--- src/design/mlu_pkg.sv ---
// mutex lock unit package: codes, widths and parameter defaults
package mlu_pkg;

	localparam int THREAD_ID_BITS_DEF = 8;
	localparam int COUNT_BITS_DEF     = 16;

	localparam int OP_BITS     = 2;
	localparam int KIND_BITS   = 2;
	localparam int STATUS_BITS = 3;
	localparam int TID_BITS    = 8;
	localparam int LOCK_BITS   = 9;

	typedef logic [OP_BITS-1:0]     op_t;
	typedef logic [KIND_BITS-1:0]   kind_t;
	typedef logic [STATUS_BITS-1:0] status_t;
	typedef logic signed [LOCK_BITS-1:0] lock_t;

	localparam op_t OP_LOCK    = 2'd0;
	localparam op_t OP_UNLOCK  = 2'd1;
	localparam op_t OP_TRYLOCK = 2'd2;

	localparam kind_t KIND_NORMAL    = 2'd0;
	localparam kind_t KIND_ERRCHECK  = 2'd1;
	localparam kind_t KIND_RECURSIVE = 2'd2;

	localparam status_t ST_OK       = 3'd0;
	localparam status_t ST_BUSY     = 3'd1;
	localparam status_t ST_DEADLOCK = 3'd2;
	localparam status_t ST_NOPERM   = 3'd3;
	localparam status_t ST_WAIT     = 3'd4;

	localparam lock_t LOCK_FREE = 9'sd1;
	localparam lock_t LOCK_HELD = 9'sd0;
	localparam lock_t LOCK_MIN  = -9'sd256;
	localparam lock_t LOCK_MAX  = 9'sd255;

endpackage

--- src/design/mutex_lock_unit_top.sv ---
// mutex lock unit top level: request pipeline, mutex state and result register
//
// Requests (operation, thread_id) arrive on a valid/ready channel; each
// accepted transaction yields exactly one result transaction (status,
// wake_one) on the output valid/ready channel, in order.
// The mutex kind is written through the cfg_valid/cfg_ready channel
// (cfg_ready is always high); write it only while no request is in flight.
// A request is held in the input register, and its result is captured in the
// result register, which drives the outputs. Throughput: one request per cycle
// while results are taken, updating lock value, owner and count per request.
// A result held by a stalled receiver stays in the result register; one more
// request can sit in the input register, after which in_ready drops until
// the receiver takes the result.
// Reset (arst_n low) empties both registers, frees the lock (value 1), clears
// the owner and the recursion count, and selects the normal kind.
module mutex_lock_unit_top #(
	parameter int THREAD_ID_BITS = mlu_pkg::THREAD_ID_BITS_DEF,
	parameter int COUNT_BITS     = mlu_pkg::COUNT_BITS_DEF
) (
	input  logic                          clk,
	input  logic                          arst_n,
	input  logic                          in_valid,
	output logic                          in_ready,
	input  mlu_pkg::op_t                  operation,
	input  logic [mlu_pkg::TID_BITS-1:0]  thread_id,
	output logic                          out_valid,
	input  logic                          out_ready,
	output mlu_pkg::status_t              status,
	output logic                          wake_one,
	input  logic                          cfg_valid,
	output logic                          cfg_ready,
	input  mlu_pkg::kind_t                mutex_kind
);
	import mlu_pkg::*;

	localparam int TID_EXT_BITS = (THREAD_ID_BITS > TID_BITS) ? THREAD_ID_BITS : TID_BITS;

	kind_t                     kind_q;
	logic                      valid_s1;
	op_t                       op_s1;
	logic [THREAD_ID_BITS-1:0] tid_s1;
	logic                      valid_s2;
	status_t                   status_s2;
	logic                      wake_s2;

	lock_t                     lock_q;
	logic [THREAD_ID_BITS-1:0] owner_q;
	logic [COUNT_BITS-1:0]     count_q;

	logic [TID_EXT_BITS-1:0]   tid_ext;
	logic                      adv;
	lock_t                     lock_dec;
	lock_t                     lock_inc;
	logic [COUNT_BITS-1:0]     count_inc;
	logic                      owned;
	logic                      mine;
	logic                      rec;
	lock_t                     lock_n;
	logic [THREAD_ID_BITS-1:0] owner_n;
	logic [COUNT_BITS-1:0]     count_n;
	status_t                   st_n;
	logic                      wake_n;

	assign cfg_ready = 1'b1;
	assign adv       = valid_s1 && (!valid_s2 || out_ready);
	assign in_ready  = !valid_s1 || adv;
	assign tid_ext   = TID_EXT_BITS'(thread_id);

	assign out_valid = valid_s2;
	assign status    = status_s2;
	assign wake_one  = wake_s2;

	// saturating neighbors of the current state
	assign lock_dec  = (lock_q != LOCK_MIN) ? lock_q - 9'sd1 : lock_q;
	assign lock_inc  = (lock_q != LOCK_MAX) ? lock_q + 9'sd1 : lock_q;
	assign count_inc = (count_q != '1) ? count_q + COUNT_BITS'(1) : count_q;

	assign owned = (owner_q != '0);
	assign mine  = owned && (owner_q == tid_s1);
	assign rec   = (kind_q == KIND_RECURSIVE);

	always_comb begin
		lock_n  = lock_q;
		owner_n = owner_q;
		count_n = count_q;
		st_n    = ST_OK;
		wake_n  = 1'b0;
		if (op_s1 == OP_LOCK || op_s1 == OP_UNLOCK || op_s1 == OP_TRYLOCK) begin
			case (kind_q)
				KIND_NORMAL: begin
					if (op_s1 == OP_LOCK) begin
						lock_n = lock_dec;
						st_n   = (lock_dec != LOCK_HELD) ? ST_WAIT : ST_OK;
					end else if (op_s1 == OP_UNLOCK) begin
						lock_n = lock_inc;
						wake_n = (lock_inc != LOCK_FREE);
					end else if (lock_q != LOCK_FREE) begin
						st_n = ST_BUSY;
					end else begin
						lock_n = lock_dec;
					end
				end
				KIND_ERRCHECK, KIND_RECURSIVE: begin
					if (op_s1 == OP_UNLOCK) begin
						if (lock_q == LOCK_FREE) begin
							st_n = ST_NOPERM;
						end else if (rec && mine && count_q != '0) begin
							count_n = count_q - COUNT_BITS'(1);
						end else begin
							lock_n  = lock_inc;
							wake_n  = (lock_inc != LOCK_FREE);
							owner_n = '0;
						end
					end else if (owned) begin
						if (mine) begin
							if (rec) begin
								count_n = count_inc;
							end else begin
								st_n = ST_DEADLOCK;
							end
						end else begin
							st_n = ST_NOPERM;
						end
					end else if (op_s1 == OP_LOCK) begin
						if (rec && count_q != '0) begin
							st_n = ST_DEADLOCK;
						end else begin
							lock_n = lock_dec;
							if (lock_dec != LOCK_HELD) begin
								st_n = ST_WAIT;
							end else begin
								owner_n = tid_s1;
							end
						end
					end else if (lock_q != LOCK_FREE) begin
						st_n = ST_BUSY;
					end else begin
						lock_n  = lock_dec;
						owner_n = tid_s1;
					end
				end
				default: begin
					st_n = ST_OK;
				end
			endcase
		end else begin
			st_n = ST_NOPERM;
		end
	end

	always_ff @(posedge clk or negedge arst_n) begin
		if (!arst_n) begin
			kind_q <= KIND_NORMAL;
		end else if (cfg_valid && cfg_ready) begin
			kind_q <= mutex_kind;
		end
	end

	// input register
	always_ff @(posedge clk or negedge arst_n) begin
		if (!arst_n) begin
			valid_s1 <= 1'b0;
		end else if (in_ready) begin
			valid_s1 <= in_valid;
		end
	end

	always_ff @(posedge clk) begin
		if (in_valid && in_ready) begin
			op_s1  <= operation;
			tid_s1 <= tid_ext[THREAD_ID_BITS-1:0];
		end
	end

	// mutex state
	always_ff @(posedge clk or negedge arst_n) begin
		if (!arst_n) begin
			lock_q  <= LOCK_FREE;
			owner_q <= '0;
			count_q <= '0;
		end else if (adv) begin
			lock_q  <= lock_n;
			owner_q <= owner_n;
			count_q <= count_n;
		end
	end

	// result register
	always_ff @(posedge clk or negedge arst_n) begin
		if (!arst_n) begin
			valid_s2 <= 1'b0;
		end else if (adv) begin
			valid_s2 <= 1'b1;
		end else if (out_ready) begin
			valid_s2 <= 1'b0;
		end
	end

	always_ff @(posedge clk) begin
		if (adv) begin
			status_s2 <= st_n;
			wake_s2   <= wake_n;
		end
	end

endmodule
--- config.mk ---
export PLATFORM = sky130hd
export DESIGN_NAME = mutex_lock_unit_top
export DESIGN_NICKNAME = d
export VERILOG_FILES = /design/src/design/mlu_pkg.sv /design/src/design/mutex_lock_unit_top.sv
export SDC_FILE = /design/constraint.sdc
export NUM_CORES = 1
export LEC_CHECK = 0
export BUFFER_PORTS_ARGS = -buffer_cell sky130_fd_sc_hd__buf_2
export CAP_MARGIN = 30
export CORE_MARGIN = 3
export CORE_UTILIZATION = 40
export CTS_CLUSTER_SIZE = 8
export DETAILED_ROUTE_END_ITERATION = 7
export GPL_TIMING_DRIVEN = 0
export PLACE_DENSITY = 0.57
export SYNTH_ARGS = -nofsm -noshare
export SYNTH_HDL_FRONTEND = slang
export SYNTH_SLANG_ARGS = --single-unit
export TNS_END_PERCENT = 10
--- constraint.sdc ---
create_clock -name clk -period 7.9 [get_ports clk]
set_input_delay 1.185 -clock clk [delete_from_list [all_inputs] [get_ports clk]]
set_output_delay 1.185 -clock clk [all_outputs]
set_load 0.01 [all_outputs]
==> out/qor.yml <==
status: "finished clean"
drt_pre_antenna_iters: 5
max_clock_freq_ghz: 0.253
worstRegToRegCells: 13
routedWlPerCell_um: 16.7
critical_path.startpoint_type: "flop"
cts_tree: "built"
p_per_area_nw_per_um2: 216
timing_max_transition_violations_final: 0
synthesis.yosys.warnings: 0
synth_top_area_cell: "sky130_fd_sc_hd__dfrtp_1"
layout.nets: 490
synth.yosys.seq_area_share: 0.363
netlist_top_cells_area: "sky130_fd_sc_hd__dfrtp_1 (24%), sky130_fd_sc_hd__edfxtp_1 (11%), sky130_fd_sc_hd__ha_1 (7.1%)"
worstSetupPathType: "reg2reg"
detail_route.iter0.violations: 291
synth_area_um2: 3720
fin_hold_ws_ns: 0.505
timing.final.hold_violations: 0
detail-route-antenna-nets: 0
chipHeight_um: 102
antenna_found_initial: 0
globalplace.congestion: 0.924
grt_max_degree: 38
finalCritPeriodShare: 0.500
die_area_um2: 10500
numClockSinks: 51
crit_required_ns: 8.14
worstHoldPathCells: 1
most_frequent_cells_in_the_layout: "sky130_fd_sc_hd__nand2_1 (38), sky130_fd_sc_hd__dfrtp_1 (36), sky130_fd_sc_hd__nor2_1 (28)"
first_global_vias: 2970
postSynth.asyncResetShare: 0.725
cts_resized: 0
commonest_non_fill_non_tap_cell_in_the_layout: "sky130_fd_sc_hd__nand2_1"
io_pins: 24
cts_buffers: 5
via_per_inst: 5.93
gr-usage-all-layers: 0.189
fp.coreArea_um2: 8890
worst_path_most_repeated_cell: "sky130_fd_sc_hd__inv_2"
diodes: 0
synthesis.area_per_instance_um2: 8.83
numPortBuffers: 22
synth_cells: 421
grt_first_pass_wirelength_um: 15500
crit_fanout: 20
finalWirelength_um: 9350
worstPathCellList: "clkbuf_1 > inv_2 > nand2_1 > inv_2 > ha_1 > a211oi_1 > o21ai_1 > a2111oi_0 > o31ai_1 > o211ai_1 > a21oi_1 > nor3b_1 > xor2_1"
slew_headroom: 0.472
dominantRegCellSynth: "sky130_fd_sc_hd__dfrtp_1"
cpMaxStageDelayCell: "sky130_fd_sc_hd__a2111oi_0"
cts_post_setup_buffers_inserted: 0
edff_count_synth: 14
tightest_slew_ns: 0.785
sequential_cell_area_um2: 1350
period_needed_ns: 3.95
drcViolationCount: 0
die_width_um: 102
finalSetupViolCount: 0
area_delta_synth_final_pct: 9.76
floorplan.initialDensity: 0.418
multiInputGateArea_um2: 2190
worst_ir_drop_vdd_v: 0.000117
layout-drive-gt1-share: 0.108
cellLeakagePower_uw: 0.00170
grt-ovfl-total: 0
worstPathArrival_ns: 4.19
setup_total_negative_slack_ns: 0
crit_path_max_incr_delay_ns: 0.65
n_fill_cell: 894
cts_max_level: 2
synth_top_area_frac: 0.242
postSynthNetCount: 460
max-clock-path-buffers: 2
clk_pin_slew_worst_paths_ns: 0.10
rows: 34
setup_clock_skew_after_layout_ns: 0.0158
dr_total_vias: 3320
ctsRootBufferMaster: "sky130_fd_sc_hd__clkbuf_8"
synth_cell_type_count: 66
clock_insertion_delay_worst_skew_ns: 0.32
grt_setup_unrepaired: "false"
cts_hold_buf: 0
post-dp-hpwl_um: 6860
flops_latches_synth: 51
crit_path_end_kind: "flop"
min_delay_worst_type: "reg2reg"
maxCapViolCount: 0
## worst max-delay path, delay by kind of cell, from the launching register on
kind	cells	cell delay [ns]
compound gates	6	1.75
xor+xnor	1	0.16
buf+inv	3	0.82
flops	1	0.37
simple gates	2	0.42
fa+ha+maj	1	0.33
## through the flow
step | setup WS [ns] | utilization | total power (uW) | instance area [um^2] | instances
final | 3.95 | 0.459 | 881 | 4080 | 560
after global routing | 3.62 | 0.459 | 939 | 4080 | 560
after global placement | 4.00 | 0.446 | 704 | 3960 | 551
after floorplan | 4.87 | - | 621 | 3720 | 421
after CTS | 3.95 | 0.457 | 879 | 4060 | 559
after detailed placement | 4.02 | 0.446 | 709 | 3960 | 551
## report_power, final
group,internal [uW],switching [uW]
clock,66.0,103
sequential,317,39.4
combinational,141,214
## flip-flops by register name, summed over array words and instances, names as in the netlist
signal,cells
out_valid,1
tid_s1,8
op_s1,2
status,3
count_q,16
lock_q,9
kind_q,2
valid_s1,1
owner_q,8
wake_one,1
## final cells by class
type	count	area share
Tap cell	108	0.0331
Clock inverter	3	0.00706
Multi-Input combinational cell	326	0.537
Buffer	23	0.0239
Sequential cell	51	0.330
Timing Repair Buffer	23	0.0319
Inverter	21	0.0193
Clock buffer	5	0.0169
## logic make-up after synthesis
logic type	after synthesis	share of synthesized area
flops	51	0.363
xor+xnor	28	0.0660
mux	4	0.0111
other cells	1	0.00101
fa+ha+maj	22	0.0761
buf+inv	44	0.0475
simple gates	148	0.208
compound gates	123	0.227
## final timing paths
path                        startpoint          end  slack [ns]
max                           op_s1[1]  count_q[15]        3.95
max reg2reg                   op_s1[1]  count_q[15]        3.95
min reg2reg                count_q[15]  count_q[15]        0.50
max in group asynchronous       arst_n    lock_q[0]        6.65
min                        count_q[15]  count_q[15]        0.50
min in group asynchronous       arst_n    lock_q[1]        0.73
## metal layers
layer  part of all wire  vias up  global-route usage
met3              0.057        8              0.0266
li1                   -     1613                   -
met2               0.44      117               0.287
met5                  0        -                   0
met1               0.50     1582               0.285
met4             0.0091        0              0.0404
## cells in the mapped netlist (3+ instances only)
cell type                  count
sky130_fd_sc_hd__a31oi_1      10
sky130_fd_sc_hd__edfxtp_1     14
sky130_fd_sc_hd__o31ai_1       4
sky130_fd_sc_hd__xnor2_1      12
sky130_fd_sc_hd__nand4_1       6
sky130_fd_sc_hd__and3_1        3
sky130_fd_sc_hd__xor2_1       16
sky130_fd_sc_hd__or4_4         3
sky130_fd_sc_hd__nand2_1      38
sky130_fd_sc_hd__and2_1        6
sky130_fd_sc_hd__ha_1         21
sky130_fd_sc_hd__o21ai_1      23
sky130_fd_sc_hd__or3_1         4
sky130_fd_sc_hd__o21ai_0      17
sky130_fd_sc_hd__a21oi_1      23
sky130_fd_sc_hd__nand3_1      13
sky130_fd_sc_hd__a211oi_1      4
sky130_fd_sc_hd__dfrtp_1      36
sky130_fd_sc_hd__a21o_1        4
sky130_fd_sc_hd__inv_1        19
sky130_fd_sc_hd__a22o_1        9
sky130_fd_sc_hd__nand2b_1      6
sky130_fd_sc_hd__nor3_1       17
sky130_fd_sc_hd__o22ai_1       4
sky130_fd_sc_hd__nor2_1       28
sky130_fd_sc_hd__o211ai_1      3
sky130_fd_sc_hd__mux2i_1       3
sky130_fd_sc_hd__nor4_1       10
sky130_fd_sc_hd__clkbuf_1     20
Power figures use the tool's default switching activity.
